**config.mk**
```make
export PLATFORM = sky130hd
export DESIGN_NAME = magaw_ram
export DESIGN_NICKNAME = d
export VERILOG_FILES = /design/src/rtl/magaw_ram.sv
export SDC_FILE = /design/constraint.sdc
export NUM_CORES = 2
export LEC_CHECK = 0
export BUFFER_PORTS_ARGS = -buffer_cell sky130_fd_sc_hd__buf_2
export CORE_ASPECT_RATIO = 0.7
export CORE_MARGIN = 1.5
export CORE_UTILIZATION = 55
export DETAILED_ROUTE_END_ITERATION = 12
export PLACE_DENSITY = 0.76
export SYNTH_ARGS = -nofsm -noshare
export SYNTH_HDL_FRONTEND = slang
export SYNTH_SLANG_ARGS = --single-unit
```
**constraint.sdc**
```tcl
create_clock -name i_clk -period 3.4 [get_ports i_clk]
set_input_delay 0.51 -clock i_clk [delete_from_list [all_inputs] [get_ports i_clk]]
set_output_delay 0.51 -clock i_clk [all_outputs]
set_load 0.005 [all_outputs]
```
**src/rtl/magaw_ram.sv**
```systemverilog
// generic single-port-write, single-port-read ram with registered read data
// no dependencies

module magaw_ram #(
    parameter int WIDTH = 16,
    parameter int DEPTH = 192
) (
    input  logic                     i_clk,
    input  logic                     i_we,
    input  logic [$clog2(DEPTH)-1:0] i_waddr,
    input  logic [WIDTH-1:0]         i_wdata,
    input  logic [$clog2(DEPTH)-1:0] i_raddr,
    output logic [WIDTH-1:0]         o_rdata
);

    logic [WIDTH-1:0] r_mem [DEPTH];
    logic [WIDTH-1:0] r_rdata;

    always_ff @(posedge i_clk) begin
        if (i_we) begin
            r_mem[i_waddr] <= i_wdata;
        end
        r_rdata <= r_mem[i_raddr];
    end

    assign o_rdata = r_rdata;

endmodule

```
# == Word level (Yosys, flattened, before mapping) ==
# Memory sizes are Yosys's and may differ from the RTL's. A register that Yosys moved wholly into a read port is not among the register bits.
# Cells that the tools add are included.
# totals
ff_bits,0
ram_bits,3072
out_inout_bits,16
memories,1
# classes
mux,2
# mem_list
memory,depth,word_bits,rd,rd_ports_with_merged_regs,write_ports,line_no,source
r_mem,192,16,1,1,1,16,logic [WIDTH-1:0] r_mem [DEPTH];
# op_table
operator,n
$mux W1,2

# == Logic depth before layout (Yosys ltp) ==
# logic_depth
word_depth,2
mapped_depth,11
depth_no_buf,6

# == Worst setup path before layout ==
# OpenSTA, ideal clock, no wires.
# synth_path
path_kind,input port to flip-flop
from,input i_raddr[0]
to,"register r_rdata[15], in the netlist o_rdata[15] (read register of r_mem)"
setup_time_ns,0.132
arrival_ns,2.582
required_ns,3.268
slack_ns,0.686
cell_stages,9
n_path_buf,5
path_cell_list,buf_2 buf_6 buf_6 buf_4 buf_2 mux4_2 mux2_2 a221oi_1 a31oi_1
# synth_rtl
element,line_no,source
start: declaration,12,"input logic [$clog2(DEPTH)-1:0] i_raddr,"
end: declaration,17,logic [WIDTH-1:0] r_rdata;

==> impl_metrics.py <==
metrics = {
    "status": {
        "run_status": "complete, no violations",
    },
    "timing": {
        "skew_ns": 0.0548,
        "timing.final.crit_share_pct": 90.1,
        "tightestPinTransition_ns": 1.27,
        "tns_ns": 0,
        "rsz0062_at_grt": "false",
        "setup_violations": 0,
        "drv_slew": 0,
        "finalHoldViolCount": 0,
        "relSlewSlack_pct": 15.6,
        "fmax_mhz": 326,
        "fin_crit_ns": 3.06,
        "hold_slack_ns": 0.104,
    },
    "final_layout": {
        "multi_input_area_um2": 24400,
        "fin_nets": 5570,
        "nFillCells": 13400,
        "area_growth_pct": 13.9,
        "drive_gt1_share_pct": 33.9,
        "finalInstanceArea_um2": 135000,
        "register_area_um2": 92600,
        "stdcell_count": 8629,
    },
    "synthesis": {
        "yosysTopAreaCell": "edfxtp_1",
        "synth-async-reset-ratio_pct": 0,
        "yosysTopAreaCellShare_pct": 78.0,
        "yosysMostFrequentCell": "edfxtp_1",
        "avgSynthCellArea_um2": 24.0,
        "syn_area_um2": 118000,
        "syn_nets": 4971,
        "synth_edf_count": 3072,
        "synth_cell_type_count": 46,
        "synth_area_leaders": "edfxtp_1, mux4_2, mux2i_1, nor2_1, mux2_2",
        "seq_area_frac_synth_pct": 78.3,
        "yosys_register_bits": 3088,
        "yosysWarnings": 0,
        "synth_top_cells_by_count": "edfxtp_1, mux4_2, nor2_1",
        "synth_ff_type": "edfxtp_1",
        "synthCells": 4937,
    },
    "grt": {
        "grt_start_max_net_pins": 124,
        "antenna_found_initial": 28,
        "use_met2_pct": 43.2,
        "grt.busiest_layer": "met2",
        "met1_usage_pct": 42.7,
        "grt_pass1_wl_um": 448000,
        "grt_pass1_vias": 58400,
        "grt.overflow.total": 0,
        "grt_usage_pct": 29.7,
        "gr-usage-met3_pct": 10.1,
    },
    "clock_tree": {
        "htree_levels": 5,
        "cts_tree": "built",
        "post-cts-setup-buffers": 0,
        "clock_sinks": 3088,
        "cts_made_buffers": 275,
        "clock-root-buffer": "clkbuf_16",
        "clk_latency_ns": 0.87,
        "clkTransAtPathRegs_ns": 0.07,
        "postCtsHoldBufs": 1,
        "cts-resized-gates": 0,
        "cts_buffer_depth": 4,
    },
    "worst_setup_path": {
        "reg2reg_depth": 6,
        "cp-end-kind": "flip-flop",
        "crit_type": "primary input to flip-flop",
        "crit_end": "o_rdata[15]$_DFF_P_",
        "crit_required_ns": 4.11,
        "crit_arrival_ns": 3.78,
        "r2r_end": "o_rdata[15]$_DFF_P_",
        "reg2reg_from": "r_mem[155][15]$_DFFE_PP_",
        "crit_fanout": 23,
        "crit_path_start": "i_raddr[0]",
        "reg2reg_setup_slack_ns": 0.47,
        "cp-start-kind": "primary input",
    },
    "detailed_routing": {
        "drtIter0Drc": 10700,
        "drc": 0,
        "wl_um": 321000,
        "vias_per_cell": 6.90,
        "ant_nets": 0,
        "wl_per_cell_um": 37.2,
        "vias": 59500,
        "dr.pass1.iters": 6,
    },
    "floorplanning": {
        "num_rows": 142,
        "die-height_um": 391,
        "die_w_um": 557,
        "initial_core_util_pct": 55.3,
        "dieArea_um2": 218000,
        "fp.coreArea_um2": 214000,
        "pin_count": 50,
    },
    "placed_design": {
        "dpl.cell_count": 8138,
        "gp_congestion": 0.981,
        "dpl.hpwl_um": 188000,
        "place_area_um2": 126000,
        "numPortBuffers": 49,
    },
    "power_and_ir_drop": {
        "power_leakage_nw": 42.4,
        "ir_worst_vdd_v": 0.000489,
        "p_total_mw": 77.1,
        "cellPowerDensity_nw_per_um2": 572,
    },
    "worst_hold_path": {
        "min_path_cells": 1,
        "holdCritPathClass": "primary input to flip-flop",
    },
    "flow_run": {
        "max-cap-violations": 0,
    },
}
-- critical path, cell delays in order --
cell and delay [ns]:
buf_12 0.17, buf_12 0.27, buf_4 0.34, mux4_2 0.58, mux4_2 0.47, mux2i_1 0.90, a211o_1 0.31, buf_12 0.11
a31oi_1 0.04
-- metal layers --
| layer | vias up | share of wire, % |
|---|---|---|
| li1 | 22400 | - |
| met1 | 31300 | 36 |
| met2 | 5035 | 45 |
| met3 | 717 | 16 |
| met4 | 18 | 3.7 |
| met5 | - | 0.043 |
-- worst min path at each step --
stage	start	to	slack, ns
6_report	i_wdata[6]	r_mem[72][6]$_DFFE_PP_	0.10
5_1_grt	i_wdata[6]	r_mem[72][6]$_DFFE_PP_	0.07
4_1_cts	i_wdata[6]	r_mem[72][6]$_DFFE_PP_	0.05
3_5_place_dp	i_wdata[9]	r_mem[100][9]$_DFFE_PP_	0.89
3_3_place_gp	i_wdata[9]	r_mem[100][9]$_DFFE_PP_	0.89
2_1_floorplan	i_wdata[0]	r_mem[0][0]$_DFFE_PP_	0.61
-- stage by stage --
stage	util, %	worst slack [ns]
6_report	63.0	0.337
5_1_grt	62.9	0.258
4_1_cts	62.9	0.437
3_5_place_dp	58.9	-0.390
3_3_place_gp	58.9	-0.396
2_1_floorplan	-	0.686
-- sequential cells by signal, indices dropped and copies added, names as in the netlist --
register / cells
o_rdata: 16
r_mem: 3072
-- cell families after synthesis --
| group | count (synthesis) | synth area share, % |
|---|---|---|
| DFF | 3088 | 78.3 |
| AOI/OAI and AO/OA | 137 | 0.849 |
| and+or+nand+nor | 421 | 1.58 |
| buffers and inverters | 266 | 1.20 |
| muxes | 1025 | 18.1 |
-- power breakdown --
group          switching (mW)  leakage (nW)  internal (mW)
Clock                    13.6          4.26           17.4
Sequential             0.0953          27.7           41.9
Combinational            2.50          10.4           1.61
Total                    16.2          42.4           60.9
-- placed cells by master, fill, tap and decap left out, types with 6 or more instances in the layout --
master and n:
buf_12 71, nand2_1 71, a21oi_1 10, a22o_1 10, clkbuf_16 283, nor2b_1 22, a221oi_1 10, clkinv_2 31
dfxtp_1 16, clkbuf_8 10, buf_4 464, inv_6 8, diode_2 9, bufinv_16 24, nand2b_1 12, clkinv_1 49
mux4_2 886, o22ai_1 10, edfxtp_1 3072, a22oi_1 43, clkinvlp_4 7, mux2i_1 97, mux2_2 42, clkbuf_1 60
nor2_1 148, nand4_1 18, o211ai_1 11, nand3_1 55, and3_1 14, nor3_1 9, nor2_2 58, and2_1 6
o21ai_0 8, buf_2 28, buf_6 17, a31oi_1 8
-- final cells by class --
class	count	area share, %
diodes	9	0.0167
clock buffers	353	5.53
clock inverters	128	0.967
inverters	4	0.0111
multi-input cells	1583	18.1
flip-flops and latches	3088	68.7
well taps	2880	2.68
repair buffers	584	3.93
Power figures use the tool's default switching activity.
