### config.mk
export PLATFORM = sky130hd
export DESIGN_NAME = magaw_load
export DESIGN_NICKNAME = d
export VERILOG_FILES = /design/src/rtl/magaw_pkg.sv /design/src/rtl/magaw_load.sv
export SDC_FILE = /design/constraint.sdc
export NUM_CORES = 1
export LEC_CHECK = 0
export BUFFER_PORTS_ARGS = -buffer_cell sky130_fd_sc_hd__buf_2
export CAP_MARGIN = 20
export CELL_PAD_IN_SITES_DETAIL_PLACEMENT = 2
export CELL_PAD_IN_SITES_GLOBAL_PLACEMENT = 2
export CORE_UTILIZATION = 30
export DETAILED_ROUTE_END_ITERATION = 10
export GPL_TIMING_DRIVEN = 0
export PLACE_DENSITY_LB_ADDON = 0.15
export SLEW_MARGIN = 20
export SYNTH_ARGS = -nofsm -noshare
export SYNTH_HDL_FRONTEND = slang
export SYNTH_SLANG_ARGS = --single-unit
export TNS_END_PERCENT = 10
### constraint.sdc
create_clock -name vclk -period 7.7
set_clock_uncertainty 0.05 [all_clocks]
set_input_delay 0.385 -clock vclk [all_inputs]
set_output_delay 0.385 -clock vclk [all_outputs]
set_load 0.01 [all_outputs]
### src/rtl/magaw_pkg.sv
// shared types and constants of the gather address walker
// no dependencies

package magaw_pkg;

    localparam int MAX_AXES_DEF    = 3;
    localparam int TABLE_DEPTH_DEF = 64;
    localparam int AXIS_BITS_DEF   = 16;

    localparam int CFG_AXES   = 3;
    localparam int SIZE_W     = 16;
    localparam int CNT_W      = 16;
    localparam int LCNT_W     = 7;
    localparam int MODE_W     = 2 * CFG_AXES;
    localparam int OFF_W      = 48;
    localparam int OP_W       = 2;
    localparam int AXSEL_W    = 2;
    localparam int SLOT_IN_W  = 6;
    localparam int VAL_W      = 17;
    localparam int STAT_W     = 2;
    localparam int CFG_IDX_W  = 3;
    localparam int CFG_DATA_W = 16;

    typedef enum logic [OP_W-1:0] {
        OP_LOAD    = 2'd0,
        OP_STEP    = 2'd1,
        OP_RESTART = 2'd2
    } t_op;

    typedef enum logic [STAT_W-1:0] {
        ST_OK    = 2'd0,
        ST_RANGE = 2'd1,
        ST_EMPTY = 2'd2
    } t_status;

    typedef enum logic [1:0] {
        MODE_ALL    = 2'd0,
        MODE_SINGLE = 2'd1,
        MODE_LIST   = 2'd2
    } t_mode;

    typedef enum logic [CFG_IDX_W-1:0] {
        CFG_RANK  = 3'd0,
        CFG_SIZE0 = 3'd1,
        CFG_SIZE1 = 3'd2,
        CFG_SIZE2 = 3'd3,
        CFG_MODE  = 3'd4,
        CFG_LCNT0 = 3'd5,
        CFG_LCNT1 = 3'd6,
        CFG_LCNT2 = 3'd7
    } t_cfg_reg;

    typedef struct packed {
        logic [SIZE_W-1:0] size;
        t_mode             mode;
        logic [CNT_W-1:0]  cnt;
    } t_axis_cfg;

endpackage

### src/rtl/magaw_load.sv
// index normalization for a table load: negative index counts from the axis end
// depends on magaw_pkg

module magaw_load
    import magaw_pkg::*;
#(
    parameter int AXIS_BITS = AXIS_BITS_DEF
) (
    input  logic signed [VAL_W-1:0]  i_value,
    input  logic [SIZE_W-1:0]        i_size,
    input  logic                     i_place_ok,
    output logic                     o_ok,
    output logic [AXIS_BITS-1:0]     o_index
);

    logic signed [VAL_W:0] w_ext;
    logic signed [VAL_W:0] w_norm;

    assign w_ext  = {i_value[VAL_W-1], i_value};
    assign w_norm = i_value[VAL_W-1] ? (w_ext + $signed({2'b00, i_size})) : w_ext;

    assign o_ok    = i_place_ok && !w_norm[VAL_W]
                     && (w_norm[VAL_W-1:0] < {1'b0, i_size});
    assign o_index = AXIS_BITS'(w_norm[SIZE_W-1:0]);

endmodule
### Yosys cells after proc, flatten, opt, wreduce, memory -nomap -nowiden

Index checks and enable logic that the tools add are counted.

* register bits after elaboration: 0
* logic and storage cells: 6
* output and inout port bits: 17
* bits of input ports: 34

* $lt $le $gt $ge: 1
* reductions and logical operators: 3
* add/subtract/negate cells: 1
* mux-type cells: 1

Operator list (count)
* $add 17x17->18: 1
* $mux 18: 1
* $lt 17x16->1: 1
* $logic_and 1x1->1: 2
* $logic_not 1->1: 1

### Logic depth before layout (Yosys ltp)

* depth in word-level cells: 5
* depth in mapped cells: 15
* gate-level depth less buffers: 15

### Least setup slack after synthesis

OpenSTA, ideal clock, no wires.

* path type: input -> output
* from: input port i_value[0]
* to: output port o_ok
* arrival: 3538 ps
* required time: 7265 ps
* setup slack: 3727 ps
* buffers on the path: 0
* stages on the path: 15
* cell sequence: ha_1 -> fa_1 -> a211oi_2 -> o21bai_1 -> a211o_1 -> a31oi_2 -> xnor2_1 -> mux2_4 -> ha_1 -> a21oi_1 -> o21ai_0 -> a221oi_1 -> a21oi_1 -> a311o_1 -> a31oi_1

* elaborated cells on any way between the ends: 6
* those cells by class: add/sub: 1; order compare: 1; mux: 1; reduce/logical: 3

RTL lines
* start, declared: RTL line magaw_load.sv:9 `input logic signed [VAL_W-1:0] i_value,`
* $add 17x17->18: RTL line magaw_load.sv:20 `assign w_norm = i_value[VAL_W-1] ? (w_ext + $signed({2'b00, i_size})) : w_ext;`
* $mux 18: RTL line magaw_load.sv:20
* via o_index[8]: RTL line magaw_load.sv:13 `output logic [AXIS_BITS-1:0] o_index`
* $lt 17x16->1: RTL line magaw_load.sv:23 `&& (w_norm[VAL_W-1:0] < {1'b0, i_size});`
* $logic_and 1x1->1: RTL line magaw_load.sv:23
* end, declared: RTL line magaw_load.sv:12 `output logic o_ok,`

The timed path passes the listed nets, and every way through them passes these cells.

### Final worst setup path

* from: input port i_value[0]
* to: output port o_ok

* word-level cells in the longest chain between the ends: 5
* elaborated cells on any way between the ends: 6
* those cells by class: add/sub: 1; order compare: 1; mux: 1; reduce/logical: 3

RTL lines (RTL line)
* $add 17x17->18: magaw_load.sv:20
* $mux 18 *: magaw_load.sv:20
* branches (longest 2 deep; another with $lt 17x16->1)
* $logic_and 1x1->1 *: magaw_load.sv:23

Every way passes the cells marked *.

==> metrics.md <==
| Metric | Value |
|---|---|
| Status | finished clean |
| Hold Vio Cnt, Final | 0 |
| First-pass GRT wire length | about 6900 µm |
| Worst min-delay path endpoint | o_index[0] |
| Non-filler instance count after layout | around 280 |
| CLK BUF | 0 |
| Setup total negative slack | 0 ps |
| Via-per-instance ratio | 5.49 |
| Pin count of the biggest net entering global routing | 11 |
| Netlist cell types | 42 |
| Vias in the first global route | 1500 |
| 1st-pass router iterations | 4 |
| DR iter-0 viols | 27 |
| Sw Pwr | 0.0816 mW |
| Cts hold-fix bufs | 0 |
| Core area | around 4100 µm² |
| Yosys top cell area share | 0.295 |
| Final Max Slew Viols | 0 |
| Initial Util | 0.320 |
| Crit start category | input pin |
| Sw frac | 0.548 |
| Inst Count DP | approximately 280 |
| Area Overhead vs Synth | 24.2% |
| Hold Startpoint | i_value[0] |
| Minimum clock period | between 4000 and 5000 ps |
| Required @ worst endpoint | approximately 7300 ps |
| Antenna violations before repair | 0 |
| RSZ-0062 raised after global routing | no |
| Fmax | about 220 MHz |
| DRT antenna net count | 0 |
| Yosys warning count | 0 |
| IO Pins | 51 |
| Clock Power Share | 0 |
| Worst min path class | input pin to output port |
| CP Data Arrival Time | 4140 ps |
| Final critical-path share of the clock period | 0.594 |
| PD cells | 91.2 nW/µm² |
| Max cap viols | 0 |
| Postcts setup bufs | 0 |
| Slew HR | 0.582 |
| Avg Cell Area, Syn | between 7 and 8 µm² |
| Mapped Nets | ~240 |
| Flop pwr share | 0 |
| Die height | between 60 and 70 µm |
| Crit path max fanout | 3 |
| Layout cells sized above 1 | 0.303 |
| Worst Hold Depth | 3 |
| DP HPWL | slightly below 4000 µm |
| Nets | ~300 |
| Die area | roughly 4700 µm² |
| Top post-synthesis cells by area | ha_1 29%, a21oi_1 8.8%, mux2_2 8.6% |
| Pleak | 0.830 nW |
| Worst vdd ir | around 0.028 mV |
| GR Util All Layers | 0.190 |
| Sequential fraction of the synthesis area | 0 |
| Final wirelength | about 4400 µm |
| Grt ovf | 0 |
| RD Place Congestion | 0.775 |
| Combinational power share | 1.000 |
| Final setup fails | 0 |
| Post-cts resize count | 0 |
| CP Class | input pin to output port |
| # DRC | 0 |
| Die Span X | ~68 µm |
| Diodes inserted | 0 |
| Worst Setup End Kind | output port |
| DR WL/cell | between 15 and 20 µm |
| Rows | 23 |
| Internal power | between 0.06 and 0.07 mW |
| Slew of the pin with the lowest slew margin | roughly 630 ps |
| Yosys top cell by area | ha_1 |
| FF+latch count | 0 |
| Synth Cell Area | approximately 1300 µm² |
| IO buf count | 51 |
| Reg area | 0 µm² |
| Vias | around 1500 |
| Mapped Cells | 177 |
[cell type report]
class	instances	area, µm²
well taps	50	62.6
inverters	20	75.1
fillers	502	2480
plain buffers	4	17.5
repair buffers	51	255
multi-input cells	153	1220
[per-layer routing]
| metal | track usage | share of wire | up-vias |
|---|---|---|---|
| li1 | - | - | 766 |
| met1 | 0.237 | 0.45 | 727 |
| met2 | 0.381 | 0.52 | 34 |
| met3 | 0 | 0.027 | 0 |
| met4 | 0 | 0 | 0 |
| met5 | 0 | 0 | - |
[how the worst max path moves through the flow]
stage,start,to,slack (ps),cells after the start
after global placement,i_value[0],o_ok,3130,17
after CTS,i_value[0],o_ok,3050,17
after global routing,i_value[0],o_ok,2900,17
final,i_value[0],o_ok,3130,17
after floorplan,i_value[0],o_ok,3730,15
after detailed placement,i_value[0],o_ok,3070,17
[layout by cell type (no fill, tap or decap), types with 2 or more instances in the layout]
cell type  count
xnor2_1        8
o21ai_1        3
nor2b_1        3
a31oi_1        2
clkbuf_1       2
o21ai_0       12
o21a_1         3
buf_2         52
nor4b_1        2
nor3_1         3
nand4_1        5
mux2_2        10
ha_1          31
a21o_1         4
nor2_1         7
xor2_1         3
o211ai_1       3
inv_1         20
a21oi_1       23
a211oi_1       3
nand2_1        8
[per-stage QoR]
| step | instance area [µm²] | hold slack, ps | setup WS, ps | power (mW) | util |
|---|---|---|---|---|---|
| global placement | 1630 | 1070 | 3130 | 0.142 | 0.397 |
| CTS | 1630 | 1080 | 3050 | 0.151 | 0.397 |
| floorplan | 1320 | 863 | 3730 | 0.0997 | - |
| finish | 1630 | 1080 | 3130 | 0.149 | 0.397 |
| detailed placement | 1630 | 1080 | 3070 | 0.150 | 0.397 |
| global route | 1630 | 1100 | 2900 | 0.167 | 0.397 |
[cells by family after synthesis]
kind of cell | count (synthesis) | synth area share
AOI/OAI and AO/OA | 65 | 0.313
xor gates and xnor gates | 11 | 0.0733
adders and majority gates | 32 | 0.310
and+or+nand+nor | 34 | 0.136
buffers and inverters | 24 | 0.0704
muxes | 11 | 0.0970
[power by group through the flow]
| stage | combinational [mW] | clock [mW] | sequential (mW) |
|---|---|---|---|
| CTS | 0.151 | 0 | 0 |
| finish | 0.149 | 0 | 0 |
| floorplan | 0.0997 | 0 | 0 |
| global route | 0.167 | 0 | 0 |
| detailed placement | 0.150 | 0 | 0 |
| global placement | 0.142 | 0 | 0 |
[critical path, cell delays in order]
cell and delay (ps):
buf_2 110, ha_1 250, fa_1 460, a211oi_2 310
o21bai_1 150, a211o_1 330, a31oi_2 180, xnor2_1 80
mux2_4 270, ha_1 290, a21oi_1 140, o21ai_0 130
a221oi_1 380, a21oi_1 130, a311o_1 280, a31oi_1 140
buf_2 150
[Yosys cell counts, types with 2 or more instances]
cell type and number:
xnor2_1 8, nor4b_1 2, ha_1 31, inv_1 20
a21oi_1 23, nor2_1 7, o21a_1 3, clkbuf_1 2
nand4_1 5, a211oi_1 3, nor3_1 3, o21ai_0 12
a31oi_1 2, nor2b_1 3, a21o_1 4, mux2_2 10
xor2_1 3, o21ai_1 3, o211ai_1 3, nand2_1 8
No activity file was read; power rests on OpenSTA's default activity.
