**config.mk**
```make
export PLATFORM = sky130hd
export DESIGN_NAME = magaw_cfg
export DESIGN_NICKNAME = d
export VERILOG_FILES = /design/src/rtl/magaw_pkg.sv /design/src/rtl/magaw_cfg.sv
export SDC_FILE = /design/constraint.sdc
export NUM_CORES = 1
export LEC_CHECK = 0
export BUFFER_PORTS_ARGS = -buffer_cell sky130_fd_sc_hd__buf_2
export CELL_PAD_IN_SITES_DETAIL_PLACEMENT = 2
export CELL_PAD_IN_SITES_GLOBAL_PLACEMENT = 2
export CORE_ASPECT_RATIO = 1.2
export CORE_MARGIN = 1.5
export CORE_UTILIZATION = 28
export DETAILED_ROUTE_END_ITERATION = 10
export PLACE_DENSITY_LB_ADDON = 0.1
export RECOVER_POWER = 100
export SLEW_MARGIN = 25
export SYNTH_ARGS = -nofsm -noshare
export SYNTH_HDL_FRONTEND = slang
export SYNTH_SLANG_ARGS = --single-unit
```
**constraint.sdc**
```tcl
create_clock -name i_clk -period 2.6 [get_ports i_clk]
set_clock_uncertainty 0.15 [all_clocks]
set_input_delay 0.52 -clock i_clk [delete_from_list [all_inputs] [get_ports i_clk]]
set_output_delay 0.52 -clock i_clk [all_outputs]
set_load 0.05 [all_outputs]
```
**src/rtl/magaw_pkg.sv**
```systemverilog
// shared types and constants of the gather address walker
// no dependencies

package magaw_pkg;

    localparam int MAX_AXES_DEF    = 3;
    localparam int TABLE_DEPTH_DEF = 64;
    localparam int AXIS_BITS_DEF   = 16;

    localparam int CFG_AXES   = 3;
    localparam int SIZE_W     = 16;
    localparam int CNT_W      = 16;
    localparam int LCNT_W     = 7;
    localparam int MODE_W     = 2 * CFG_AXES;
    localparam int OFF_W      = 48;
    localparam int OP_W       = 2;
    localparam int AXSEL_W    = 2;
    localparam int SLOT_IN_W  = 6;
    localparam int VAL_W      = 17;
    localparam int STAT_W     = 2;
    localparam int CFG_IDX_W  = 3;
    localparam int CFG_DATA_W = 16;

    typedef enum logic [OP_W-1:0] {
        OP_LOAD    = 2'd0,
        OP_STEP    = 2'd1,
        OP_RESTART = 2'd2
    } t_op;

    typedef enum logic [STAT_W-1:0] {
        ST_OK    = 2'd0,
        ST_RANGE = 2'd1,
        ST_EMPTY = 2'd2
    } t_status;

    typedef enum logic [1:0] {
        MODE_ALL    = 2'd0,
        MODE_SINGLE = 2'd1,
        MODE_LIST   = 2'd2
    } t_mode;

    typedef enum logic [CFG_IDX_W-1:0] {
        CFG_RANK  = 3'd0,
        CFG_SIZE0 = 3'd1,
        CFG_SIZE1 = 3'd2,
        CFG_SIZE2 = 3'd3,
        CFG_MODE  = 3'd4,
        CFG_LCNT0 = 3'd5,
        CFG_LCNT1 = 3'd6,
        CFG_LCNT2 = 3'd7
    } t_cfg_reg;

    typedef struct packed {
        logic [SIZE_W-1:0] size;
        t_mode             mode;
        logic [CNT_W-1:0]  cnt;
    } t_axis_cfg;

endpackage

```
**src/rtl/magaw_cfg.sv**
```systemverilog
// configuration registers and per-axis decode (mode, selected count, used rank)
// depends on magaw_pkg

module magaw_cfg
    import magaw_pkg::*;
#(
    parameter int MAX_AXES    = MAX_AXES_DEF,
    parameter int TABLE_DEPTH = TABLE_DEPTH_DEF
) (
    input  logic                              i_clk,
    input  logic                              i_rst_n,
    input  logic                              i_cfg_valid,
    input  logic [CFG_IDX_W-1:0]              i_cfg_index,
    input  logic [CFG_DATA_W-1:0]             i_cfg_data,
    output logic                              o_cfg_ready,
    output logic [$clog2(MAX_AXES+1)-1:0]     o_rank,
    output t_axis_cfg                         o_axis [MAX_AXES]
);

    localparam int RANK_W = $clog2(MAX_AXES + 1);

    logic [1:0]        r_rank;
    logic [SIZE_W-1:0] r_size [CFG_AXES];
    logic [MODE_W-1:0] r_mode;
    logic [LCNT_W-1:0] r_lcnt [CFG_AXES];

    assign o_cfg_ready = 1'b1;

    always_ff @(posedge i_clk) begin
        if (!i_rst_n) begin
            r_rank <= 2'd1;
            for (int a = 0; a < CFG_AXES; a++) begin
                r_size[a] <= SIZE_W'(1);
                r_lcnt[a] <= '0;
            end
            r_mode <= '0;
        end else if (i_cfg_valid) begin
            unique case (t_cfg_reg'(i_cfg_index))
                CFG_RANK:  r_rank    <= i_cfg_data[1:0];
                CFG_SIZE0: r_size[0] <= i_cfg_data[SIZE_W-1:0];
                CFG_SIZE1: r_size[1] <= i_cfg_data[SIZE_W-1:0];
                CFG_SIZE2: r_size[2] <= i_cfg_data[SIZE_W-1:0];
                CFG_MODE:  r_mode    <= i_cfg_data[MODE_W-1:0];
                CFG_LCNT0: r_lcnt[0] <= i_cfg_data[LCNT_W-1:0];
                CFG_LCNT1: r_lcnt[1] <= i_cfg_data[LCNT_W-1:0];
                CFG_LCNT2: r_lcnt[2] <= i_cfg_data[LCNT_W-1:0];
                default: ;
            endcase
        end
    end

    always_comb begin
        if (r_rank == 2'd0) begin
            o_rank = RANK_W'(1);
        end else if (int'(r_rank) > MAX_AXES) begin
            o_rank = RANK_W'(MAX_AXES);
        end else begin
            o_rank = RANK_W'(r_rank);
        end
    end

    for (genvar a = 0; a < MAX_AXES; a++) begin : g_axis
        if (a < CFG_AXES) begin : g_reg
            t_mode            w_mode;
            logic [CNT_W-1:0] w_cnt;

            always_comb begin
                unique case (t_mode'(r_mode[2*a +: 2]))
                    MODE_SINGLE: begin
                        w_mode = MODE_SINGLE;
                        w_cnt  = CNT_W'(1);
                    end
                    MODE_LIST: begin
                        w_mode = MODE_LIST;
                        w_cnt  = (int'(r_lcnt[a]) > TABLE_DEPTH) ? CNT_W'(TABLE_DEPTH)
                                                                 : CNT_W'(r_lcnt[a]);
                    end
                    default: begin
                        w_mode = MODE_ALL;
                        w_cnt  = CNT_W'(r_size[a]);
                    end
                endcase
            end

            assign o_axis[a] = '{size: r_size[a], mode: w_mode, cnt: w_cnt};
        end else begin : g_none
            assign o_axis[a] = '{size: '0, mode: MODE_ALL, cnt: '0};
        end
    end

endmodule

```
# == Word-level counts from Yosys, hierarchy flattened ==
# Memory sizes are Yosys's and may differ from the RTL's.
# Index checks and enable logic that the tools add are counted.
# totals
ramBits,69
word_cells,71
regBits,8
mem_count,2
output_inout_bits,105
inputBits,22
# memory_table
name,words,word_bits,read_ports,rd_ports_with_merged_regs,wr,line_no,source
r_size,3,16,3,0,3,magaw_cfg.sv:23,logic [SIZE_W-1:0] r_size [CFG_AXES];
r_lcnt,3,7,3,0,3,magaw_cfg.sv:25,logic [LCNT_W-1:0] r_lcnt [CFG_AXES];
# op_classes
order_cmp,3
bitwise,6
n_mux,41
reduce_logical,4
eq_ne,13
# ops
op,count
16-bit one-hot mux with 2 select lines,3
16-bit two-way mux,3
7-bit two-way mux,6
1-bit two-way mux,25
"7-bit > comparator, second input constant",3
"3-bit equality test, second input constant",4
2-bit one-hot mux with 2 select lines,3
"2-bit by 1-bit equality test with 1-bit output, second input constant",3
"2-bit equality test, second input constant",3
"3-bit by 2-bit equality test with 1-bit output, second input constant",2
1-bit bitwise OR,6
2-bit AND reduction,2
"3-bit by 1-bit equality test with 1-bit output, second input constant",1
3-bit logical NOT,1
2-bit logical NOT,1
2-bit two-way mux,1

# == Logic depth before layout (Yosys ltp) ==
# Gate-level depths: netlist of the first run.
# depth
ltp_word,6
depth_mapped,6

# == Worst setup path before layout of the first run ==
# Ideal clock, no wire load.
# synth_path
path_kind,register -> output
from,reg r_mode[4]
to,out o_axis[1] (netlist bit)
arrival_ps,2176
n_path_buf,0
stages_incl_launch_ff,5
path_slack_ps,-246
cell_sequence,dfxtp_1 > inv_1 > ha_1 > nand2b_1 > o21ai_0
# synth_rtl
element,line_no,source
from (decl),magaw_cfg.sv:24,logic [MODE_W-1:0] r_mode;
from (signal assigned),magaw_cfg.sv:43,CFG_MODE: r_mode <= i_cfg_data[MODE_W-1:0];
to (decl),magaw_cfg.sv:17,output t_axis_cfg o_axis [MAX_AXES]

==> results by group, run 1 <==
Pwr
  – Gate power share: approximately 22%
  – VDD IR max: ~0.35 mV
  – Sw Share: approximately 33%
  – Power per cell area: between 700 and 800 mW/mm^2
  – Pint: 2.32 mW
  – Leakage: 1.67 nW
  – Switching power: around 1.2 mW
  – Clock power share: between 30% and 40%
  – Overall Power: 3.48 mW
  – Part of the power in registers: 42.5%

Clocking
  – Clk root buf: clkbuf_16
  – CTS tree: built
  – Max Root-Sink Buffers: 2
  – H-tree levels: 3
  – Worst-Skew Late Latency: roughly 340 ps
  – Register clock-pin slew on the reported worst setup and hold paths: 60 ps
  – Num CTS Buffers: 9
  – Hold buffers post-CTS: 0
  – Clock sink count: 77

Run
  – Max_cap viols: 0

Worst setup path
  – Crit path launch: r_mode[2]
  – R2R setup slack: 1750 ps
  – Most used cell, CP: buf_4
  – Critical path required time: a little under 2000 ps
  – Worst Setup EP: o_axis[36]
  – CP endpoint kind: output pin
  – Critical path class: register to output pin
  – R2R Path End: r_mode[2]
  – Crit-path max cell delay: 370 ps
  – Worst R2R Start: r_mode[2]
  – CP cell instances: inv_1 -> ha_4 -> buf_4 -> nand2b_1 -> o21ai_1 -> buf_4
  – Slowest CP cell: dfxtp_1
  – CP Launch Type: register
  – WP data arrival: 1800 ps
  – Worst Reg-to-Reg Cells: 2
  – CP max FO: 11

Synthesis
  – Post-synth EDFFs: slightly below 70
  – FFs w/ async S/R, synth: 0%
  – Mapped Area: around 0.0034 mm^2
  – Cell variety after synth: 24
  – Top_reg_cell synth: edfxtp_1
  – Avg Cell Area, Syn: roughly 12 um^2
  – Synth top area cells: edfxtp_1 61%, and2_1 5.0%, dfxtp_1 4.7%, nand2b_1 4.1%, nand2_1 4.0%
  – Synthesized flop and latch total: just under 80
  – Post-synth top area share: 61.0%
  – Post-synth top cells: 69 x edfxtp_1, 36 x nand2_1, 27 x and2_1
  – Post-synthesis sequential area ratio: between 60 and 70%
  – Syn Inst Count: about 280
  – Synthesis Warnings: 0
  – Top-count cell post-synth: edfxtp_1
  – Synthesized Nets: ~300
  – Largest area contributor in the netlist: edfxtp_1

GRT
  – Total grt overflow: 0
  – GRT Total Usage: 17.1%
  – Global-route wire length before repair: about 16 mm
  – Pin count of the biggest net entering global routing: 22
  – Antenna violations before repair: 0
  – Vias in the first global route: around 2800

Finish
  – # fillers: 1335
  – Layout cells sized above 1: about 22%
  – Ant. Diodes: 0
  – # nets final: 443
  – Area added between synthesis and finish: 30.7%
  – Final core occ: a little under two fifths

STA
  – Worst rel slew slack: between 20% and 30%
  – Final setup viols: 0
  – Final Critical Period: between 2000 and 2500 ps
  – Worst-Margin Slew: between 1000 and 1500 ps
  – Fmax: 405 MHz
  – Final WS setup: about 130 ps
  – Max-slew violation count: 0
  – RSZ-0062 raised after global routing: false
  – Hold Vio Cnt, Final: 0
  – Tcrit/Tclk final: a little over nine tenths

Detailed routing
  – ANT nets after route: 0
  – First DRT Iteration DRCs: 80
  – TritonRoute pass-1 iters: 4
  – Via/cell ratio: around 4.5
  – Residual DRC: 0
  – Routed len/inst: approximately 18 um
  – Via count: around 2600
  – Final wirelength: ~11 mm

Placed design
  – PortBufs: ~130
  – Final HPWL DP: ~7.9 mm
  – Pre-CTS WS: around 180 ps
  – Routability cong.: ~0.7

Worst hold path
  – Worst Hold Class: input port to register

Floorplanning
  – Io pins: ~130
  – Initial core utilization: 29.1%
  – Row count: 43
  – Die area: between 0.01 and 0.015 mm^2
  – Die height: approximately 120 um
  – Core Area: approximately 0.012 mm^2
  – Die Width: roughly 100 um

Outcome
  – Status: finished, final reports clean
## metal layers
layer / wire, um / track usage (%)
met4: 179 / 6.51
met5: 0 / 0
met3: 535 / 4.71
met1: 4550 / 19.7
met2: 5350 / 30.7
## stage by stage
| step | TNS, ps | hold slack, ps | cells | area (um^2) |
|---|---|---|---|---|
| floorplan | -2960 | 297 | 278 | 3390 |
| global placement | 0 | 316 | 561 | 4270 |
| detailed placement | 0 | 326 | 561 | 4270 |
| CTS | 0 | 285 | 577 | 4600 |
| global route | 0 | 302 | 577 | 4440 |
| finish | 0 | 294 | 577 | 4440 |
## layout make-up
cell class                 count  area, um^2  share of cell area (%)
multi-input combinational    164         978                    22.0
tap                          157         196                    4.43
timing repair buffer         141         657                    14.8
clock buffer                   9         225                    5.07
sequential                    77        2230                    50.3
inverter                      22        82.6                    1.86
clock inverter                 7        66.3                    1.49
## how the worst min path moves through the flow
stage,end,from,slack [ps],depth (start not counted)
after detailed placement,r_mode[0],r_mode[0],330,2
after CTS,r_mode[5],i_cfg_data[5],290,3
final,r_mode[5],i_cfg_data[5],290,3
after floorplan,r_rank[1],r_rank[1],300,2
after global placement,r_mode[4],r_mode[4],320,2
after global routing,r_mode[5],i_cfg_data[5],300,3
## cells in the final DEF, fill, tap and decap left out, types with 9 or more instances in the layout
cell       instances
nor3_1            22
clkbuf_2          43
o21ai_0           17
clkbuf_16          9
clkbuf_1          65
nand2b_1          22
edfxtp_1          69
inv_1             22
buf_4             10
nand2_1           36
buf_2             20
and2_1            25
## flip-flops by register name, indices dropped and copies added (netlist names)
signal and cells:
r_mode 6, r_size 48, r_lcnt 21, r_rank 2
## cell families (layout without fill, tap and decap cells)
kind of cell	Yosys count	after routing	synth area share, %
AO/OA/AOI/OAI	28	28	4.24
flip-flops	77	77	65.8
buffers and inverters	37	179	4.75
other	1	1	0.110
multiplexers	8	8	2.36
AND/OR/NAND/NOR	121	121	20.6
adder cells (fa/ha/maj)	6	6	2.21
## critical path: cells and delay by family (launching register included)
family / cells / cell delay (ps)
buffers and inverters: 3 / 500
AO/OA/AOI/OAI: 1 / 170
AND/OR/NAND/NOR: 1 / 140
adder cells (fa/ha/maj): 1 / 290
flip-flops: 1 / 370
## power by group through the flow
stage / Sequential [mW] / Combinational, mW / Clock [mW]
6_report: 1.48 / 0.775 / 1.23
5_1_grt: 1.49 / 0.816 / 1.30
4_1_cts: 1.48 / 0.813 / 1.27
3_5_place_dp: 1.51 / 0.803 / 0
3_3_place_gp: 1.50 / 0.796 / 0
2_1_floorplan: 1.70 / 0.393 / 0
## what timing repair did
item / in CTS / in global routing
setup endpoints to repair: 38 / 11
resized for setup: 12 / 3
setup buffers: 0 / 0
Power figures use the tool's default switching activity.
==> inputs of run 2 (changes only) <==
Settings changed: MAX_ROUTING_LAYER from default to met4.
==> run 2 against run 1 <==
Net effect:
- global-route usage up 0.52 points
- via count shrank 0.31%
- flip-flop and latch count did not move
- register-to-register slack about the same
- routed wire length decreased by 0.20%
- critical path depth unchanged
- sequential share of layout area unchanged
==> results by group, run 2 (synthesis results as in run 1) <==
GRT
  – GRT Total Usage: 17.7% (+0.52 points)
  – Antenna violations before repair: 0 (unchanged)
  – Global-route wire length before repair: 16.2 mm (+0.13%)
  – Total grt overflow: 0 (unchanged)
  – Pin count of the biggest net entering global routing: 22 (unchanged)
  – Vias in the first global route: 2802 (unchanged)

Worst setup path
  – Critical path class: register to output pin
  – Slowest CP cell: dfxtp_1
  – CP max FO: 11 (unchanged)
  – CP top delay family: buffers and inverters
  – Worst Reg-to-Reg Cells: 2 (unchanged)
  – R2R setup slack: 1760 ps (about the same)
  – Crit-path max cell delay: 370 ps (about the same)
  – Worst R2R Start: r_mode[2]
  – R2R Path End: r_mode[2]
  – Most used cell, CP: buf_4
  – Crit path launch: r_mode[2]
  – Cell count along the critical path: 6 (unchanged)
  – CP cell instances: inv_1 -> ha_4 -> buf_4 -> nand2b_1 -> o21ai_1 -> buf_4
  – Worst Path Buf+Inv: 3 (unchanged)
  – WP data arrival: 1810 ps (about the same)
  – Critical path required time: 1930 ps (about the same)
  – CP endpoint kind: output pin
  – CP Launch Type: register

Finish
  – # fillers: 1335 (unchanged)
  – Area added between synthesis and finish: 30.7% (unchanged)
  – Area of the multi-input gates: 978 um^2 (unchanged)
  – Leading cell type in the layout, fill and taps excluded: edfxtp_1
  – FF/Latch Area: 0.00223 mm^2 (unchanged)
  – Max reg flops: 48 (unchanged)
  – Fin cells: 577 (unchanged)
  – Ant. Diodes: 0 (unchanged)
  – Most frequent cells in the layout: 69 x edfxtp_1, 65 x clkbuf_1, 43 x clkbuf_2, 36 x nand2_1, 25 x and2_1
  – Final core occ: 38.0% (unchanged)
  – Reg with most FFs: r_size
  – # nets final: 443 (unchanged)
  – Layout cells sized above 1: 22.1% (unchanged)
  – Largest regs: r_size: 48 flops, r_lcnt: 21 flops, r_mode: 6 flops

STA
  – Max-slew violation count: 0 (unchanged)
  – TNS Setup: 0 ps (unchanged)
  – Worst rel slew slack: 30.8% (+1.6 points)
  – Tcrit/Tclk final: 95.2% (+0.13 points)
  – Final setup viols: 0 (unchanged)
  – Final Critical Period: 2480 ps (+3.31 ps)
  – RSZ-0062 raised after global routing: false
  – Worst-Margin Slew: 1030 ps (-24.1 ps)
  – Fmax: 404 MHz (-0.13%)
  – Hold Vio Cnt, Final: 0 (unchanged)

Worst hold path
  – Hold Crit Start: i_cfg_data[5]
  – Hold EP: r_mode[5]
  – Hold path depth: 3 (unchanged)
  – Worst Hold Class: input port to register

Clocking
  – Clk root buf: clkbuf_16
  – H-tree levels: 3 (unchanged)
  – Max Root-Sink Buffers: 2 (unchanged)
  – Worst-Skew Late Latency: 340 ps (about the same)
  – CTS tree: built
  – Num CTS Buffers: 9 (unchanged)
  – Setup bufs post-CTS: 0 (unchanged)
  – Clock sink count: 77 (unchanged)
  – Register clock-pin slew on the reported worst setup and hold paths: 60 ps (about the same)

Detailed routing
  – Residual DRC: 0 (unchanged)
  – Routed len/inst: 18.4 um (-0.20%)
  – Final wirelength: 10.6 mm (-0.20%)
  – ANT nets after route: 0 (unchanged)
  – Routed met3 length: 593 um (+11%)
  – Max Used Layer: met4
  – Met2 Wirelength: 5.34 mm (-0.17%)
  – TritonRoute pass-1 iters: 4 (unchanged)
  – Via count: 2602 (-0.31%)
  – Met1 wire length: 4.50 mm (-1.2%)
  – First DRT Iteration DRCs: 72 (-10%)
  – Via/cell ratio: 4.51 (-0.31%)

Floorplanning
  – Row count: 43 (unchanged)
  – Die height: 124 um (unchanged)
  – Core Area: 0.0117 mm^2 (unchanged)
  – Initial core utilization: 29.1% (unchanged)
  – Die area: 0.0128 mm^2 (unchanged)
  – Die Width: 104 um (unchanged)
  – Io pins: 127 (unchanged)

Placed design
  – Routability cong.: 0.714 (+1.1%)
  – PortBufs: 125 (unchanged)
  – Final HPWL DP: 7.88 mm (unchanged)
  – Placed insts: 561 (unchanged)

Pwr
  – Power per cell area: 785 mW/mm^2 (about the same)
  – Leakage: 1.67 nW (unchanged)
  – VDD IR max: 0.347 mV (+0.14%)

Outcome
  – Status: finished, final reports clean

Run
  – Max_cap viols: 0 (unchanged)
-- run 2: cell counts in the layout (fill, tap and decap cells not counted) --
Identical to the previous run, type by type.
-- run 2: cell type report --
type                            instances  area share (%)
Clock inverter                          7            1.49
Sequential cell                        77            50.3
Inverter                               22            1.86
Tap cell                              157            4.43
Multi-Input combinational cell        164            22.0
Clock buffer                            9            5.07
Timing Repair Buffer                  141            14.8
-- run 2: where the power goes --
group	internal [mW]	switching (mW)	leakage, nW
Clock	0.736	0.494	0.136
Sequential	1.44	0.0432	0.733
Combinational	0.145	0.629	0.800
Total	2.32	1.17	1.67
-- run 2: per-layer routing --
layer,up-vias,GRT usage (%)
met3,14,5.08
met5,-,-
li1,1218,-
met2,97,30.7
met1,1273,19.8
met4,0,5.73
-- run 2: worst max-delay path by stage --
stage / to / slack, ps
4_1_cts: o_axis[36] / 3
3_3_place_gp: o_axis[9] / 190
5_1_grt: o_axis[42] / 10
3_5_place_dp: o_axis[9] / 180
6_report: o_axis[36] / 120
2_1_floorplan: o_axis[1] / -250
-- run 2: worst min-delay path, stage by stage --
cell and delay, ps:
buf_2 110, nand2_1 50, mux2i_1 60
-- run 2: metrics by stage --
stage | total power, mW | setup slack (ps) | cell area, um^2 | hold slack, ps
after floorplan | 2.09 | -246 | 3390 | 297
after global placement | 2.30 | 192 | 4270 | 316
after detailed placement | 2.31 | 177 | 4270 | 326
after CTS | 3.56 | 2.86 | 4600 | 285
after global routing | 3.61 | 12.5 | 4440 | 301
final | 3.49 | 125 | 4440 | 295
-- run 2: what timing repair did --
| item | CTS | global route |
|---|---|---|
| hold buffers | 0 | 0 |
| resized for setup | 12 | 3 |
| setup endpoints to repair | 38 | 10 |
